===== config.mk =====
export PLATFORM = sky130hd
export DESIGN_NAME = modbus_rtu_master_frame_engine
export DESIGN_NICKNAME = d
export VERILOG_FILES = /design/src/rtl/mrtu_pkg.sv /design/src/rtl/mrtu_ram.sv /design/src/rtl/mrtu_crc.sv /design/src/rtl/modbus_rtu_master_frame_engine.sv
export SDC_FILE = /design/constraint.sdc
export NUM_CORES = 1
export LEC_CHECK = 0
export BUFFER_PORTS_ARGS = -buffer_cell sky130_fd_sc_hd__buf_2
export CAP_MARGIN = 20
export CELL_PAD_IN_SITES_DETAIL_PLACEMENT = 1
export CELL_PAD_IN_SITES_GLOBAL_PLACEMENT = 1
export CORE_MARGIN = 2
export CORE_UTILIZATION = 50
export CTS_CLUSTER_SIZE = 25
export DETAILED_ROUTE_END_ITERATION = 8
export GPL_TIMING_DRIVEN = 0
export PLACE_DENSITY_LB_ADDON = 0.3
export SYNTH_ARGS = -nofsm -noshare
export SYNTH_HDL_FRONTEND = slang
export SYNTH_HIERARCHICAL = 1
export SYNTH_SLANG_ARGS = --single-unit

===== constraint.sdc =====
create_clock -name clk -period 14.74 [get_ports clk]
set_input_delay 4.422 -clock clk [delete_from_list [all_inputs] [get_ports clk]]
set_output_delay 4.422 -clock clk [all_outputs]
set_load 0.005 [all_outputs]

===== src/rtl/mrtu_pkg.sv =====
`timescale 1ns / 1ps

package mrtu_pkg;

	// receive store
	localparam int FRAME_BYTES     = 32;
	localparam int MAX_WRITE_WORDS = 4;
	localparam int ADDR_W          = $clog2(FRAME_BYTES);
	localparam int LEN_W           = $clog2(FRAME_BYTES + 2);
	localparam int WCNT_W          = 5;

	// crc-16, reflected
	localparam logic [15:0] CRC_INIT = 16'hFFFF;
	localparam logic [15:0] CRC_POLY = 16'hA001;

	// request operations
	localparam logic [1:0] OP_WRITE_SINGLE = 2'd0;
	localparam logic [1:0] OP_WRITE_MULTI  = 2'd1;
	localparam logic [1:0] OP_READ_HOLD    = 2'd2;
	localparam logic [1:0] OP_BAD          = 2'd3;

	// function codes
	localparam logic [7:0] FC_WRITE_SINGLE = 8'h06;
	localparam logic [7:0] FC_WRITE_MULTI  = 8'h10;
	localparam logic [7:0] FC_READ_HOLD    = 8'h03;
	localparam logic [7:0] FC_EXC_LO       = 8'h80;
	localparam logic [7:0] FC_EXC_HI       = 8'h90;

	// verdict codes
	localparam logic [2:0] ST_OK        = 3'd0;
	localparam logic [2:0] ST_SHORT     = 3'd1;
	localparam logic [2:0] ST_CRC_FAIL  = 3'd2;
	localparam logic [2:0] ST_BAD_ID_FC = 3'd3;
	localparam logic [2:0] ST_ECHO      = 3'd4;
	localparam logic [2:0] ST_EXCEPTION = 3'd5;
	localparam logic [2:0] ST_NO_REQ    = 3'd6;

	// register map
	localparam logic REG_SLAVE_ADDRESS = 1'b0;

	typedef struct packed {
		logic        start;
		logic [15:0] crc_in;
		logic [7:0]  data;
	} crc_req_t;

	typedef enum logic [3:0] {
		S_IDLE,
		S_TX_EMIT,
		S_TX_CRC,
		S_TX_LO,
		S_TX_HI,
		S_RX_CRC,
		S_V_RD,
		S_V_CAP,
		S_V_EVAL,
		S_V_OUT,
		S_W_RD_HI,
		S_W_CAP_HI,
		S_W_RD_LO,
		S_W_CAP_LO,
		S_W_OUT
	} state_t;

endpackage


===== src/rtl/mrtu_ram.sv =====
`timescale 1ns / 1ps

module mrtu_ram #(
	parameter int WIDTH = 8,
	parameter int DEPTH = 32
) (
	input  logic                     clk,
	input  logic                     we,
	input  logic [$clog2(DEPTH)-1:0] waddr,
	input  logic [WIDTH-1:0]         wdata,
	input  logic [$clog2(DEPTH)-1:0] raddr,
	output logic [WIDTH-1:0]         rdata
);

	logic [WIDTH-1:0] mem_q [DEPTH];

	always_ff @(posedge clk) begin
		if (we) begin
			mem_q[waddr] <= wdata;
		end
		rdata <= mem_q[raddr];
	end

endmodule


===== src/rtl/mrtu_crc.sv =====
`timescale 1ns / 1ps

// bit-serial crc-16, busy until all eight bits of a byte are shifted
module mrtu_crc import mrtu_pkg::*; (
	input  logic        clk,
	input  logic        arst_n,
	input  crc_req_t    req,
	output logic        busy,
	output logic [15:0] crc
);

	logic [3:0]  cnt_q;
	logic [15:0] crc_q;

	always_ff @(posedge clk or negedge arst_n) begin
		if (!arst_n) begin
			cnt_q <= '0;
		end else if (req.start) begin
			cnt_q <= 4'd8;
		end else if (cnt_q != 4'd0) begin
			cnt_q <= cnt_q - 4'd1;
		end
	end

	always_ff @(posedge clk) begin
		if (req.start) begin
			crc_q <= req.crc_in ^ {8'h00, req.data};
		end else if (cnt_q != 4'd0) begin
			crc_q <= crc_q[0] ? ({1'b0, crc_q[15:1]} ^ CRC_POLY) : {1'b0, crc_q[15:1]};
		end
	end

	assign busy = (cnt_q != 4'd0);
	assign crc  = crc_q;

endmodule


===== src/rtl/modbus_rtu_master_frame_engine.sv =====
`timescale 1ns / 1ps

// modbus rtu master framing and response checking
// input stream: tuser 0 carries a request (op, address, value or count, up to four
// words); tuser 1 carries one received response byte, tlast marking the frame end
// output stream: tuser 1 is a request byte to send, tuser 0 a verdict or a read word
// a request gives 8 bytes (write single, read) or 9+2*count bytes (write multiple),
// crc low byte first; each data byte is emitted and then shifted bit by bit through
// the bit-serial crc unit, which signals done before the next byte is emitted; the
// two crc bytes then follow, each as soon as the output register is free
// a response byte is written to the store and run through the crc unit; the last
// byte then runs the verdict: with a request pending, five store reads, each read and
// captured, an evaluation, the verdict, then per word of a good read a high and a low
// byte read and capture and the word out, all through the single registered read port
// the input is not ready while an item is in work; it is ready again as soon as the
// last result sits in the output register, even if the receiver has not taken it
// a stalled receiver holds the output register and the sequencer waits on it
// reset: slave address 1, no pending request, empty receive buffer; the store
// needs no clearing pass, bytes outside the current frame never decide a verdict
// slave_address sits at apb byte address 0
module modbus_rtu_master_frame_engine import mrtu_pkg::*; (
	input  logic         clk,
	input  logic         arst_n,
	// apb configuration
	input  logic         psel,
	input  logic         penable,
	input  logic         pwrite,
	input  logic [2:0]   paddr,
	input  logic [31:0]  pwdata,
	output logic [31:0]  prdata,
	output logic         pready,
	// input stream
	input  logic         s_tvalid,
	output logic         s_tready,
	// request_op[1:0], reg_address[17:2], value_or_count[33:18], word_1[49:34],
	// word_2[65:50], word_3[81:66], word_4[97:82], rx_byte[105:98], zero fill
	input  logic [111:0] s_tdata,
	// kind
	input  logic         s_tuser,
	// rx_last
	input  logic         s_tlast,
	// output stream
	output logic         m_tvalid,
	input  logic         m_tready,
	// tx_byte[7:0], status[10:8], exception_code[18:11], reg_valid[19],
	// reg_index[23:20], reg_value[39:24]
	output logic [39:0]  m_tdata,
	// is_tx
	output logic         m_tuser,
	// last
	output logic         m_tlast
);

	// input fields
	logic        in_kind;
	logic [1:0]  in_op;
	logic [15:0] in_addr;
	logic [15:0] in_voc;
	logic [15:0] in_word [MAX_WRITE_WORDS];
	logic [7:0]  in_rx_byte;
	logic        in_fire;
	logic        req_bad;

	assign in_kind    = s_tuser;
	assign in_op      = s_tdata[1:0];
	assign in_addr    = s_tdata[17:2];
	assign in_voc     = s_tdata[33:18];
	assign in_rx_byte = s_tdata[105:98];

	always_comb begin
		for (int k = 0; k < MAX_WRITE_WORDS; k++) begin
			in_word[k] = s_tdata[34 + 16*k +: 16];
		end
	end

	assign req_bad = (in_op == OP_BAD) ||
		((in_op == OP_WRITE_MULTI) &&
		 ((in_voc == 16'd0) || (in_voc > 16'(MAX_WRITE_WORDS))));

	// configuration
	logic [7:0] slave_address_q;
	logic       cfg_wr;

	assign pready = 1'b1;
	assign cfg_wr = psel && penable && pwrite && (paddr[2] == REG_SLAVE_ADDRESS);
	assign prdata = (paddr[2] == REG_SLAVE_ADDRESS) ? {24'h0, slave_address_q} : 32'h0;

	always_ff @(posedge clk or negedge arst_n) begin
		if (!arst_n) begin
			slave_address_q <= 8'd1;
		end else if (cfg_wr) begin
			slave_address_q <= pwdata[7:0];
		end
	end

	// sequencer state
	state_t state_q, state_d;

	// request held for framing
	logic [1:0]  op_q;
	logic [15:0] addr_q;
	logic [15:0] voc_q;
	logic [15:0] words_q [MAX_WRITE_WORDS];
	logic [4:0]  tx_idx_q;
	logic [4:0]  tx_n_q;
	logic [15:0] tx_crc_q;

	// pending request
	logic        pending_valid_q;
	logic [1:0]  pending_op_q;
	logic [15:0] request_crc_q;
	logic [7:0]  request_addr_high_q;

	// receive side
	logic [LEN_W-1:0] len_q;
	logic [15:0]      running_crc_q;
	logic [15:0]      hist0_q;
	logic [15:0]      hist1_q;
	logic [15:0]      after_six_q;
	logic             rx_last_q;

	// verdict
	logic [2:0]        step_q;
	logic [7:0]        b0_q, b1_q, b2_q, clo_q, chi_q;
	logic [2:0]        st_q;
	logic [7:0]        exc_q;
	logic [WCNT_W-1:0] wcnt_q;
	logic [3:0]        widx_q;
	logic [7:0]        whi_q, wlo_q;

	// output register
	logic        out_valid_q;
	logic [39:0] out_data_q;
	logic        out_user_q;
	logic        out_last_q;
	logic        slot_free;

	// crc unit and store
	crc_req_t          crc_req;
	logic              crc_busy;
	logic [15:0]       crc_out;
	logic              ram_we;
	logic [ADDR_W-1:0] ram_raddr;
	logic [7:0]        ram_rdata;

	// combinational control
	logic        out_load;
	logic [39:0] out_data_d;
	logic        out_user_d;
	logic        out_last_d;
	logic        go_verdict;
	logic        end_frame;
	logic [7:0]  tx_byte_sel;
	logic [7:0]  fc_sel;
	logic [ADDR_W-1:0] crc_lo_addr;
	logic [15:0] crc_word;
	logic [2:0]  st_eval;
	logic [WCNT_W-1:0] wcnt_eval;
	logic [7:0]  w_from_count;
	logic [7:0]  w_from_len;
	logic        word_is_last;

	assign slot_free = !out_valid_q || m_tready;
	assign s_tready  = (state_q == S_IDLE);
	assign in_fire   = s_tvalid && s_tready;

	mrtu_crc u_crc (
		.clk    (clk),
		.arst_n (arst_n),
		.req    (crc_req),
		.busy   (crc_busy),
		.crc    (crc_out)
	);

	mrtu_ram #(
		.WIDTH (8),
		.DEPTH (FRAME_BYTES)
	) u_store (
		.clk   (clk),
		.we    (ram_we),
		.waddr (len_q[ADDR_W-1:0]),
		.wdata (in_rx_byte),
		.raddr (ram_raddr),
		.rdata (ram_rdata)
	);

	// function code of the held request
	always_comb begin
		case (op_q)
			OP_WRITE_SINGLE: fc_sel = FC_WRITE_SINGLE;
			OP_WRITE_MULTI:  fc_sel = FC_WRITE_MULTI;
			default:         fc_sel = FC_READ_HOLD;
		endcase
	end

	// request frame byte at the current index
	always_comb begin
		logic [4:0] rel;
		rel = tx_idx_q - 5'd7;
		case (tx_idx_q)
			5'd0:    tx_byte_sel = slave_address_q;
			5'd1:    tx_byte_sel = fc_sel;
			5'd2:    tx_byte_sel = addr_q[15:8];
			5'd3:    tx_byte_sel = addr_q[7:0];
			5'd4:    tx_byte_sel = voc_q[15:8];
			5'd5:    tx_byte_sel = voc_q[7:0];
			5'd6:    tx_byte_sel = {voc_q[6:0], 1'b0};
			default: tx_byte_sel = rel[0] ? words_q[rel[2:1]][7:0] : words_q[rel[2:1]][15:8];
		endcase
	end

	// crc word sits after six bytes for a write single echo (unless the frame has five bytes), else at the frame end
	assign crc_lo_addr = ((pending_op_q == OP_WRITE_SINGLE) && (len_q != LEN_W'(5))) ?
		ADDR_W'(6) : ADDR_W'(len_q - LEN_W'(2));
	assign crc_word = {chi_q, clo_q};

	assign w_from_count = {1'b0, b2_q[7:1]};
	assign w_from_len   = 8'((len_q - LEN_W'(5)) >> 1);

	// verdict evaluation, frame length tested before any stored byte
	always_comb begin
		logic [7:0] w;
		st_eval   = ST_OK;
		wcnt_eval = '0;
		w = (w_from_count < w_from_len) ? w_from_count : w_from_len;
		if (w > 8'd16) begin
			w = 8'd16;
		end
		if (len_q > LEN_W'(FRAME_BYTES)) begin
			st_eval = ST_CRC_FAIL;
		end else if ((len_q == LEN_W'(5)) && (b1_q >= FC_EXC_LO) && (b1_q <= FC_EXC_HI)) begin
			st_eval = (hist1_q == crc_word) ? ST_EXCEPTION : ST_CRC_FAIL;
		end else if (pending_op_q == OP_WRITE_SINGLE) begin
			if (len_q < LEN_W'(8)) begin
				st_eval = ST_SHORT;
			end else if (after_six_q != crc_word) begin
				st_eval = ST_CRC_FAIL;
			end else if (crc_word != request_crc_q) begin
				st_eval = ST_ECHO;
			end
		end else if (pending_op_q == OP_WRITE_MULTI) begin
			if (len_q < LEN_W'(8)) begin
				st_eval = ST_SHORT;
			end else if (hist1_q != crc_word) begin
				st_eval = ST_CRC_FAIL;
			end else if ((b0_q != slave_address_q) || (b1_q != FC_WRITE_MULTI)) begin
				st_eval = ST_BAD_ID_FC;
			end else if (b2_q != request_addr_high_q) begin
				st_eval = ST_ECHO;
			end
		end else begin
			if (len_q < LEN_W'(5)) begin
				st_eval = ST_SHORT;
			end else if (hist1_q != crc_word) begin
				st_eval = ST_CRC_FAIL;
			end else if ((b0_q != slave_address_q) || (b1_q != FC_READ_HOLD)) begin
				st_eval = ST_BAD_ID_FC;
			end else begin
				wcnt_eval = WCNT_W'(w);
			end
		end
	end

	assign word_is_last = ({1'b0, widx_q} == (wcnt_q - WCNT_W'(1)));

	// next state and control
	always_comb begin
		state_d    = state_q;
		crc_req    = '0;
		ram_we     = 1'b0;
		ram_raddr  = '0;
		out_load   = 1'b0;
		out_data_d = '0;
		out_user_d = 1'b0;
		out_last_d = 1'b0;
		go_verdict = 1'b0;
		end_frame  = 1'b0;
		unique case (state_q)
			S_IDLE: begin
				if (in_fire) begin
					if (!in_kind) begin
						if (!req_bad) begin
							state_d = S_TX_EMIT;
						end
					end else if (len_q < LEN_W'(FRAME_BYTES)) begin
						ram_we         = 1'b1;
						crc_req.start  = 1'b1;
						crc_req.crc_in = running_crc_q;
						crc_req.data   = in_rx_byte;
						state_d        = S_RX_CRC;
					end else if (s_tlast) begin
						go_verdict = 1'b1;
						state_d    = pending_valid_q ? S_V_RD : S_V_OUT;
					end
				end
			end
			S_TX_EMIT: begin
				if (slot_free) begin
					out_load         = 1'b1;
					out_data_d[7:0]  = tx_byte_sel;
					out_user_d       = 1'b1;
					crc_req.start    = 1'b1;
					crc_req.crc_in   = tx_crc_q;
					crc_req.data     = tx_byte_sel;
					state_d          = S_TX_CRC;
				end
			end
			S_TX_CRC: begin
				if (!crc_busy) begin
					state_d = (tx_idx_q == tx_n_q - 5'd1) ? S_TX_LO : S_TX_EMIT;
				end
			end
			S_TX_LO: begin
				if (slot_free) begin
					out_load        = 1'b1;
					out_data_d[7:0] = tx_crc_q[7:0];
					out_user_d      = 1'b1;
					state_d         = S_TX_HI;
				end
			end
			S_TX_HI: begin
				if (slot_free) begin
					out_load        = 1'b1;
					out_data_d[7:0] = tx_crc_q[15:8];
					out_user_d      = 1'b1;
					out_last_d      = 1'b1;
					state_d         = S_IDLE;
				end
			end
			S_RX_CRC: begin
				if (!crc_busy) begin
					if (rx_last_q) begin
						go_verdict = 1'b1;
						state_d    = pending_valid_q ? S_V_RD : S_V_OUT;
					end else begin
						state_d = S_IDLE;
					end
				end
			end
			S_V_RD: begin
				case (step_q)
					3'd0:    ram_raddr = ADDR_W'(0);
					3'd1:    ram_raddr = ADDR_W'(1);
					3'd2:    ram_raddr = ADDR_W'(2);
					3'd3:    ram_raddr = crc_lo_addr;
					default: ram_raddr = crc_lo_addr + ADDR_W'(1);
				endcase
				state_d = S_V_CAP;
			end
			S_V_CAP: begin
				state_d = (step_q == 3'd4) ? S_V_EVAL : S_V_RD;
			end
			S_V_EVAL: begin
				state_d = S_V_OUT;
			end
			S_V_OUT: begin
				if (slot_free) begin
					out_load          = 1'b1;
					out_data_d[10:8]  = st_q;
					out_data_d[18:11] = exc_q;
					out_last_d        = (wcnt_q == '0);
					if (wcnt_q == '0) begin
						end_frame = 1'b1;
						state_d   = S_IDLE;
					end else begin
						state_d = S_W_RD_HI;
					end
				end
			end
			S_W_RD_HI: begin
				ram_raddr = ADDR_W'({widx_q, 1'b0}) + ADDR_W'(3);
				state_d   = S_W_CAP_HI;
			end
			S_W_CAP_HI: begin
				state_d = S_W_RD_LO;
			end
			S_W_RD_LO: begin
				ram_raddr = ADDR_W'({widx_q, 1'b0}) + ADDR_W'(4);
				state_d   = S_W_CAP_LO;
			end
			S_W_CAP_LO: begin
				state_d = S_W_OUT;
			end
			S_W_OUT: begin
				if (slot_free) begin
					out_load           = 1'b1;
					out_data_d[19]     = 1'b1;
					out_data_d[23:20]  = widx_q;
					out_data_d[39:24]  = {whi_q, wlo_q};
					out_last_d         = word_is_last;
					if (word_is_last) begin
						end_frame = 1'b1;
						state_d   = S_IDLE;
					end else begin
						state_d = S_W_RD_HI;
					end
				end
			end
			default: state_d = S_IDLE;
		endcase
	end

	always_ff @(posedge clk or negedge arst_n) begin
		if (!arst_n) begin
			state_q <= S_IDLE;
		end else begin
			state_q <= state_d;
		end
	end

	// control registers
	always_ff @(posedge clk or negedge arst_n) begin
		if (!arst_n) begin
			pending_valid_q     <= 1'b0;
			pending_op_q        <= OP_WRITE_SINGLE;
			request_crc_q       <= '0;
			request_addr_high_q <= '0;
			len_q               <= '0;
			running_crc_q       <= CRC_INIT;
			hist0_q             <= CRC_INIT;
			hist1_q             <= CRC_INIT;
			after_six_q         <= CRC_INIT;
			out_valid_q         <= 1'b0;
			tx_idx_q            <= '0;
			step_q              <= '0;
			widx_q              <= '0;
		end else begin
			if (out_load) begin
				out_valid_q <= 1'b1;
			end else if (m_tready) begin
				out_valid_q <= 1'b0;
			end

			if (in_fire && !in_kind && !req_bad) begin
				tx_idx_q <= '0;
			end
			if ((state_q == S_TX_CRC) && !crc_busy) begin
				tx_idx_q <= tx_idx_q + 5'd1;
			end

			// request committed once its last byte is out
			if ((state_q == S_TX_HI) && slot_free) begin
				pending_valid_q     <= 1'b1;
				pending_op_q        <= op_q;
				request_crc_q       <= tx_crc_q;
				request_addr_high_q <= addr_q[15:8];
			end

			// receive byte
			if (in_fire && in_kind) begin
				if (len_q < LEN_W'(FRAME_BYTES)) begin
					hist1_q <= hist0_q;
					hist0_q <= running_crc_q;
					len_q   <= len_q + LEN_W'(1);
				end else begin
					len_q <= LEN_W'(FRAME_BYTES + 1);
				end
			end
			if ((state_q == S_RX_CRC) && !crc_busy) begin
				running_crc_q <= crc_out;
				if (len_q == LEN_W'(6)) begin
					after_six_q <= crc_out;
				end
			end

			if (go_verdict) begin
				step_q <= '0;
			end
			if (state_q == S_V_CAP) begin
				step_q <= step_q + 3'd1;
			end
			if (state_q == S_V_OUT) begin
				widx_q <= '0;
			end
			if ((state_q == S_W_OUT) && slot_free) begin
				widx_q <= widx_q + 4'd1;
			end

			// any verdict ends the pending request, a new request drops a partial frame
			if (end_frame || ((state_q == S_TX_HI) && slot_free)) begin
				len_q         <= '0;
				running_crc_q <= CRC_INIT;
				hist0_q       <= CRC_INIT;
				hist1_q       <= CRC_INIT;
				after_six_q   <= CRC_INIT;
			end
			if (end_frame) begin
				pending_valid_q <= 1'b0;
			end
		end
	end

	// payload registers
	always_ff @(posedge clk) begin
		if (in_fire && !in_kind) begin
			op_q   <= in_op;
			addr_q <= in_addr;
			voc_q  <= in_voc;
			for (int k = 0; k < MAX_WRITE_WORDS; k++) begin
				words_q[k] <= in_word[k];
			end
			tx_n_q   <= (in_op == OP_WRITE_MULTI) ? (5'd7 + {in_voc[3:0], 1'b0}) : 5'd6;
			tx_crc_q <= CRC_INIT;
		end
		if ((state_q == S_TX_CRC) && !crc_busy) begin
			tx_crc_q <= crc_out;
		end
		if (in_fire && in_kind) begin
			rx_last_q <= s_tlast;
		end
		if (go_verdict) begin
			st_q   <= ST_NO_REQ;
			exc_q  <= '0;
			wcnt_q <= '0;
		end
		if (state_q == S_V_CAP) begin
			case (step_q)
				3'd0:    b0_q  <= ram_rdata;
				3'd1:    b1_q  <= ram_rdata;
				3'd2:    b2_q  <= ram_rdata;
				3'd3:    clo_q <= ram_rdata;
				default: chi_q <= ram_rdata;
			endcase
		end
		if (state_q == S_V_EVAL) begin
			st_q   <= st_eval;
			exc_q  <= (st_eval == ST_EXCEPTION) ? b2_q : 8'h00;
			wcnt_q <= wcnt_eval;
		end
		if (state_q == S_W_CAP_HI) begin
			whi_q <= ram_rdata;
		end
		if (state_q == S_W_CAP_LO) begin
			wlo_q <= ram_rdata;
		end
		if (out_load) begin
			out_data_q <= out_data_d;
			out_user_q <= out_user_d;
			out_last_q <= out_last_d;
		end
	end

	assign m_tvalid = out_valid_q;
	assign m_tdata  = out_data_q;
	assign m_tuser  = out_user_q;
	assign m_tlast  = out_last_q;

endmodule

Yosys cells after proc, flatten, opt, wreduce, memory -nomap -nowiden

Memory sizes are Yosys's and may differ from the RTL's. A register that Yosys moved wholly into a read port is not among the register bits.
Index checks and enable logic that the tools add are counted.

Memories kept: 2
Output and inout bits: 77
Register bits: 312
Bits in writable memories: 320
Logic and storage cells: 301

Bitwise gates (word level): 4
Magnitude comparators: 9
Equal/unequal tests: 52
Reduce and logical (&&, ||, !) cells: 58
Muxes and demuxes: 123
Add/sub/neg operators: 14

Memory list:

| name          | depth | width | rd ports | clocked after Yosys merged registers in | write ports | RTL line                              | RTL |
|---|---|---|---|---|---|---|---|
| u_store.mem_q | 32    | 8     | 1        | 1                                       | 1           | mrtu_ram.sv:15                        | `logic [WIDTH-1:0] mem_q [DEPTH];` |
| words_q       | 4     | 16    | 1        | 0                                       | 4           | modbus_rtu_master_frame_engine.sv:103 | `logic [15:0] words_q [MAX_WRITE_WORDS];` |

Operators by type and width:

| kind                  | number |
|---|---|
| $mux W16              | 16 |
| $mux W25              | 4 |
| $mux W4               | 21 |
| $mux W5               | 13 |
| $mux W8               | 8 |
| $pmux W4 S15          | 1 |
| $pmux W8 S7           | 1 |
| $pmux W25 S2          | 1 |
| $mux W3               | 16 |
| $ne A16 B16 Y1        | 3 |
| $eq A4 B4 Y1 const B  | 7 |
| $mux W1               | 27 |
| $pmux W8 S3           | 1 |
| $reduce_bool A2 Y1    | 12 |
| $pmux W5 S4           | 1 |
| $mux W6               | 3 |
| $reduce_and A2 Y1     | 9 |
| $eq A16 B16 Y1        | 1 |
| $eq A4 B3 Y1 const B  | 4 |
| $gt A16 B3 Y1 const B | 1 |
| $logic_not A16 Y1     | 1 |
| $ne A8 B8 Y1          | 2 |
| $xor A16 B8 Y16       | 1 |
| $eq A5 B3 Y1 const B  | 3 |
| other kinds (59)      | 103 |

Longest topological paths before layout

Word-level depth: 13
Gate-level depth with buffers: 14
Mapped depth without buffers: 12

Cells and area by module

The synthesis kept the hierarchy.

Modules (own cells, without submodules):

| module                         | cells an instance | seq. area each (um^2) | area an instance (um^2) | times used |
|---|---|---|---|---|
| modbus_rtu_master_frame_engine | 1361              | 10161.0               | 16983.8                 | 1 |
| mrtu_ram                       | 417               | 7847.5                | 10053.4                 | 1 |
| mrtu_crc                       | 75                | 580.6                 | 974.7                   | 1 |

Least setup slack after synthesis

OpenSTA, ideal clock, no wires.

Path kind: input port to flip-flop
Start point: input s_tuser
End point: register tx_idx_q[0]
Data arrival time: 13.769 ns
Path slack: 0.834 ns
Data required time: 14.603 ns
Library setup time: 0.137 ns
Cell stages on the path: 4
Cells stage by stage: buf_2 nor3b_1 a21oi_1 mux2_2

Word-level cells in the longest chain between the ends: 4

Ends and longest elaborated chain:

| what                                | RTL line                              | RTL |
|---|---|---|
| start, declared                     | modbus_rtu_master_frame_engine.sv:39  | `input logic s_tuser,` |
| $logic_not A1 Y1                    | modbus_rtu_master_frame_engine.sv:434 | `if (in_fire && !in_kind && !req_bad) begin` |
| $logic_and A1 B1 Y1 (2 in series)   | modbus_rtu_master_frame_engine.sv:434 |  |
| $reduce_bool A2 Y1 (no source line) | -                                     |  |
| end signal, assigned                | modbus_rtu_master_frame_engine.sv:438 | `tx_idx_q <= tx_idx_q + 5'd1;` |
| end, declared                       | modbus_rtu_master_frame_engine.sv:104 | `logic [4:0] tx_idx_q;` |

Every way passes these cells.
A chain may end at the register's enable or synchronous reset.

Final worst setup path

Start point: input paddr[2]
End point: output prdata[1]

Word-level cells in the longest chain between the ends: 1

Ends and longest elaborated chain:

| what            | RTL line                             | RTL |
|---|---|---|
| start, declared | modbus_rtu_master_frame_engine.sv:28 | `input logic [2:0] paddr,` |
| $mux W8         | modbus_rtu_master_frame_engine.sv:86 | `assign prdata = (paddr[2] == REG_SLAVE_ADDRESS) ? {24'h0, slave_address_q} : 32'h0;` |
| end, declared   | modbus_rtu_master_frame_engine.sv:30 | `output logic [31:0] prdata,` |

Every way passes these cells.

==> results.txt <==
The run finished with clean final reports. After clock tree synthesis, the clock-pin slew on the worst setup and hold paths is 0.06 ns. The class of the most critical setup path is input port to primary output. The run gives 119500 um as the first-pass GRT wire length. Of the synthesized area, sequential elements account for 66.36%.

After global routing the overflow that remains totals 0. The instance area after placement was 30090 um2; the final worst slack was 5.481 ns. For this run, the share of the core covered by cells in the final layout is 58.48%. For the power after layout, the log shows 0.005804 W.

Summed over all cells, the static leakage comes to 11.78 nW. The footprint of the flip-flops and latches came out at 18590 um2. Global routing used 28.32% of the available tracks. The fraction of final layout cells sized beyond drive strength 1 came out at 29.72%. The area of all placed cells without fillers is 32280 um2, and the mean instance size in the synthesized netlist is 15.12 um2.

The tools report the capture point of the critical path as prdata[1]. From bottom edge to top edge, the die measures 240.7 um. Between clock sinks in the finished design, the worst skew comes to 0.02505 ns. In this run the cell area of the synthesized design comes to 28010 um2. In the routed layout, each cell is associated on average with a via count of 5.902.

Power spread over the standard cell area amounts to 179.8 nW/um2. The site row count is 86, and the data arrival time of the worst path is 4.84 ns. The detailed router finished its first iteration with 1775 violations. Most used flip-flop cell after synthesis: sky130_fd_sc_hd__edfxtp_1.

The final critical path takes up 62.82% of the cycle. Post-CTS timing repair inserted 0 buffers for setup. Across the VDD grid, the largest voltage drop is 0.0001034 V.

For this run, the top clock speed supported by timing is 108.0 MHz. The floorplan step defined a die boundary enclosing 57930 um2. The tools report the remaining number of nets flagged by the antenna check after routing as 0.

The cell repeated most along the worst path is sky130_fd_sc_hd__buf_2. The I/O pin count came out at 233. The clock passes through at most 3 buffers. The worst pin sits at a relative slew slack of 33.11%. The run gives 0 as the number of max-cap violations. Actual transition at the worst max-transition pin: 0.9997 ns.

Before CTS, the worst setup slack after placement is 5.493 ns. The final-report hold violation count is 0, and the via count of the first global-routing pass is 18108. The routability congestion estimate was 0.9286. The number of hold buffers added after CTS was 0. Worst-case register-to-register setup slack: 9.70 ns.

For this run, the number of Yosys warnings is 6. After the last flow step, the layout net total stands at 2318. Before antenna repair, the detailed router went through 6 iterations. Counting cells, the worst reg-to-reg path comes to 14.

The fraction of synthesized cell area taken by the top area cell type is 54.24%, and the total number of H-tree levels is 3. Critical register-to-register path endpoint: u_store/rdata[4]. Tracing the worst setup path back leads to its startpoint at paddr[2]. The number of pins exceeding their max-slew limit in the final report is 0, and the critical path data required time is 10.32 ns. The final number of setup-violating endpoints was 0; the die extent in x was 240.7 um. Setup repair after global routing left no endpoint under its margin.

In this run the critical register-to-register path is launched from len_q[1]. By area the synthesized netlist is led by sky130_fd_sc_hd__edfxtp_1, sky130_fd_sc_hd__mux4_2, sky130_fd_sc_hd__dfstp_2, sky130_fd_sc_hd__dfrtp_1, sky130_fd_sc_hd__nand2_1. The clock insertion delay at the later pin of the skew report was 0.62 ns; the number of buffers inserted by port buffering was 174.

On the critical path, the stage with the largest delay is an instance of sky130_fd_sc_hd__buf_2. TritonCTS created 68 clock buffers. The tools report the wire length after detailed routing as 80330 um. The core area came out at 55200 um2. After filler insertion, the fill cell instance count of the layout stands at 5256.

The clock drives 640 sinks. The top fanout value on the critical path was 9; the average wire per cell in the routed design was 27.35 um. Compared with the post-synthesis result, the final layout area differs by 15.24%. Synthesis instantiated 96 different standard cells from the library.

For this configuration, the core starts out at a cell density of 50.75%. The share of flip-flops with an asynchronous set or reset was 19.69%; the number of vias after detailed routing was 17335. In this run the clock root is driven by a sky130_fd_sc_hd__clkbuf_16.

Entering global routing, the biggest net connects 88 pins. After technology mapping, the gate count stands at 1853. The run gives 0 as the final routed DRC violation total. The HPWL after detailed placement came out at 57250 um.

The area occupied by multi-input gates is 8632 um2, and the number of gates resized after CTS is 0. The signal on the critical path passes through buf_2 > nor2b_1 > buf_2. Yosys mapped a number of flops with a built-in enable equal to 506.

The worst setup path is launched from an input port. The synthesized design spends more area on one cell type than any other, namely sky130_fd_sc_hd__edfxtp_1. After synthesis the netlist holds a flip-flop and latch count of 640. The type of the most critical hold path was register to register. The maximum single-stage delay on the critical path came out at 0.15 ns.

TritonCTS built the clock tree. The clock period minus worst slack is 9.259 ns, and the initial antenna violation count is 8. STA classifies the critical path endpoint as a primary output.
-- report_power, final --
part | switching [W] | internal [W]
clock | 0.000721 | 0.000974
sequential | 0.000266 | 0.00232
combinational | 0.000885 | 0.000635
-- cell usage in the layout (no fill, tap or decap), types with 12 or more instances in the layout --
master / synthesis / routed
sky130_fd_sc_hd__buf_2: 15 / 188
sky130_fd_sc_hd__edfxtp_1: 506 / 506
sky130_fd_sc_hd__buf_4: 43 / 44
sky130_fd_sc_hd__clkinv_2: 2 / 13
sky130_fd_sc_hd__xnor2_1: 60 / 60
sky130_fd_sc_hd__mux2_2: 20 / 20
sky130_fd_sc_hd__nand2_1: 218 / 218
sky130_fd_sc_hd__dfstp_2: 65 / 65
sky130_fd_sc_hd__nand4_1: 14 / 14
sky130_fd_sc_hd__conb_1: 2 / 25
sky130_fd_sc_hd__a21oi_1: 37 / 37
sky130_fd_sc_hd__buf_6: 9 / 18
sky130_fd_sc_hd__o21ai_0: 66 / 66
sky130_fd_sc_hd__nand3_2: 55 / 55
sky130_fd_sc_hd__ha_1: 30 / 30
sky130_fd_sc_hd__nor4_1: 13 / 12
sky130_fd_sc_hd__nor2_1: 87 / 86
sky130_fd_sc_hd__clkbuf_16: 0 / 69
sky130_fd_sc_hd__mux4_2: 95 / 95
sky130_fd_sc_hd__nand3_1: 29 / 29
sky130_fd_sc_hd__and2_1: 36 / 36
sky130_fd_sc_hd__dfrtp_1: 61 / 61
sky130_fd_sc_hd__xor2_1: 35 / 35
sky130_fd_sc_hd__nor2b_1: 15 / 15
sky130_fd_sc_hd__inv_1: 40 / 40
sky130_fd_sc_hd__nand2b_1: 31 / 31
sky130_fd_sc_hd__clkbuf_1: 30 / 43
sky130_fd_sc_hd__clkinv_1: 0 / 13
sky130_fd_sc_hd__and3_1: 16 / 16
sky130_fd_sc_hd__nor3_1: 15 / 15
sky130_fd_sc_hd__mux2i_1: 12 / 12
-- registers in the layout (all words and copies together) (netlist names), 16 cells and up --
signal,cells
after_six_q,16
voc_q,16
u_crc/crc,16
tx_crc_q,16
hist1_q,16
request_crc_q,16
u_store/mem_q,256
words_q,64
m_tdata,40
running_crc_q,16
hist0_q,16
addr_q,16
-- per-stage QoR --
| stage | hold WS, ns | std cells | TNS (ns) |
|---|---|---|---|
| after CTS | 0.4949 | 2935 | 0 |
| after global placement | 0.4766 | 2798 | -168.39 |
| final | 0.4888 | 2937 | 0 |
| after detailed placement | 0.4858 | 2810 | 0 |
| after floorplan | 0.4403 | 1876 | 0 |
| after global routing | 0.5119 | 2937 | 0 |
-- metal layers --
layer | share of wire (%) | global-route usage [%] | vias to the layer above
li1 | - | - | 7474
met1 | 42 | 39.14 | 9054
met2 | 50 | 46.84 | 660
met3 | 6.0 | 3.877 | 145
met4 | 2.8 | 9.091 | 2
met5 | 0.0087 | 0 | -
-- cells by family after synthesis --
| kind of cell | synth area share, % |
|---|---|
| mux | 9.206 |
| fa+ha+maj | 1.340 |
| buf+inv | 3.198 |
| simple gates | 11.77 |
| other cells | 0.02681 |
| compound gates | 5.065 |
| flops | 66.36 |
| xor+xnor | 3.028 |
-- cell usage after synthesis, types with 12 or more instances --
library cell and number:
sky130_fd_sc_hd__buf_4 43, sky130_fd_sc_hd__xor2_1 35, sky130_fd_sc_hd__mux2_2 20, sky130_fd_sc_hd__nand3_1 29, sky130_fd_sc_hd__mux2i_1 12, sky130_fd_sc_hd__mux4_2 95, sky130_fd_sc_hd__inv_1 40, sky130_fd_sc_hd__clkbuf_1 30
sky130_fd_sc_hd__nand3_2 55, sky130_fd_sc_hd__nor4_1 13, sky130_fd_sc_hd__and3_1 16, sky130_fd_sc_hd__dfstp_2 65, sky130_fd_sc_hd__nor2_1 87, sky130_fd_sc_hd__dfrtp_1 61, sky130_fd_sc_hd__and2_1 36, sky130_fd_sc_hd__nand2b_1 31
sky130_fd_sc_hd__buf_2 15, sky130_fd_sc_hd__nor2b_1 15, sky130_fd_sc_hd__nand4_1 14, sky130_fd_sc_hd__xnor2_1 60, sky130_fd_sc_hd__ha_1 30, sky130_fd_sc_hd__o21ai_0 66, sky130_fd_sc_hd__nor3_1 15, sky130_fd_sc_hd__a21oi_1 37
sky130_fd_sc_hd__nand2_1 218, sky130_fd_sc_hd__edfxtp_1 506
-- critical path: cells and delay by family --
kind	cells	cell delay, ns
buf+inv	2	0.28
simple gates	1	0.13
-- layout make-up --
class	count	area share, %
diodes	2	0.01550
plain buffers	109	2.244
flip-flops and latches	640	57.59
clock buffers	86	5.671
clock inverters	39	1.097
multi-input cells	1082	26.74
repair buffers	186	3.213
inverters	45	0.5310
well taps	748	2.899
-- how the worst min path moves through the flow --
stage | startpoint | to | depth (start not counted)
floorplan | addr_q[10] | request_addr_high_q[2] | 2
global placement | hist0_q[0] | hist0_q[0] | 2
detailed placement | hist0_q[14] | hist1_q[14] | 2
CTS | running_crc_q[6] | running_crc_q[6] | 2
global route | hist0_q[11] | hist1_q[11] | 2
finish | hist0_q[13] | hist1_q[13] | 2
No activity file was read; power rests on OpenSTA's default activity.
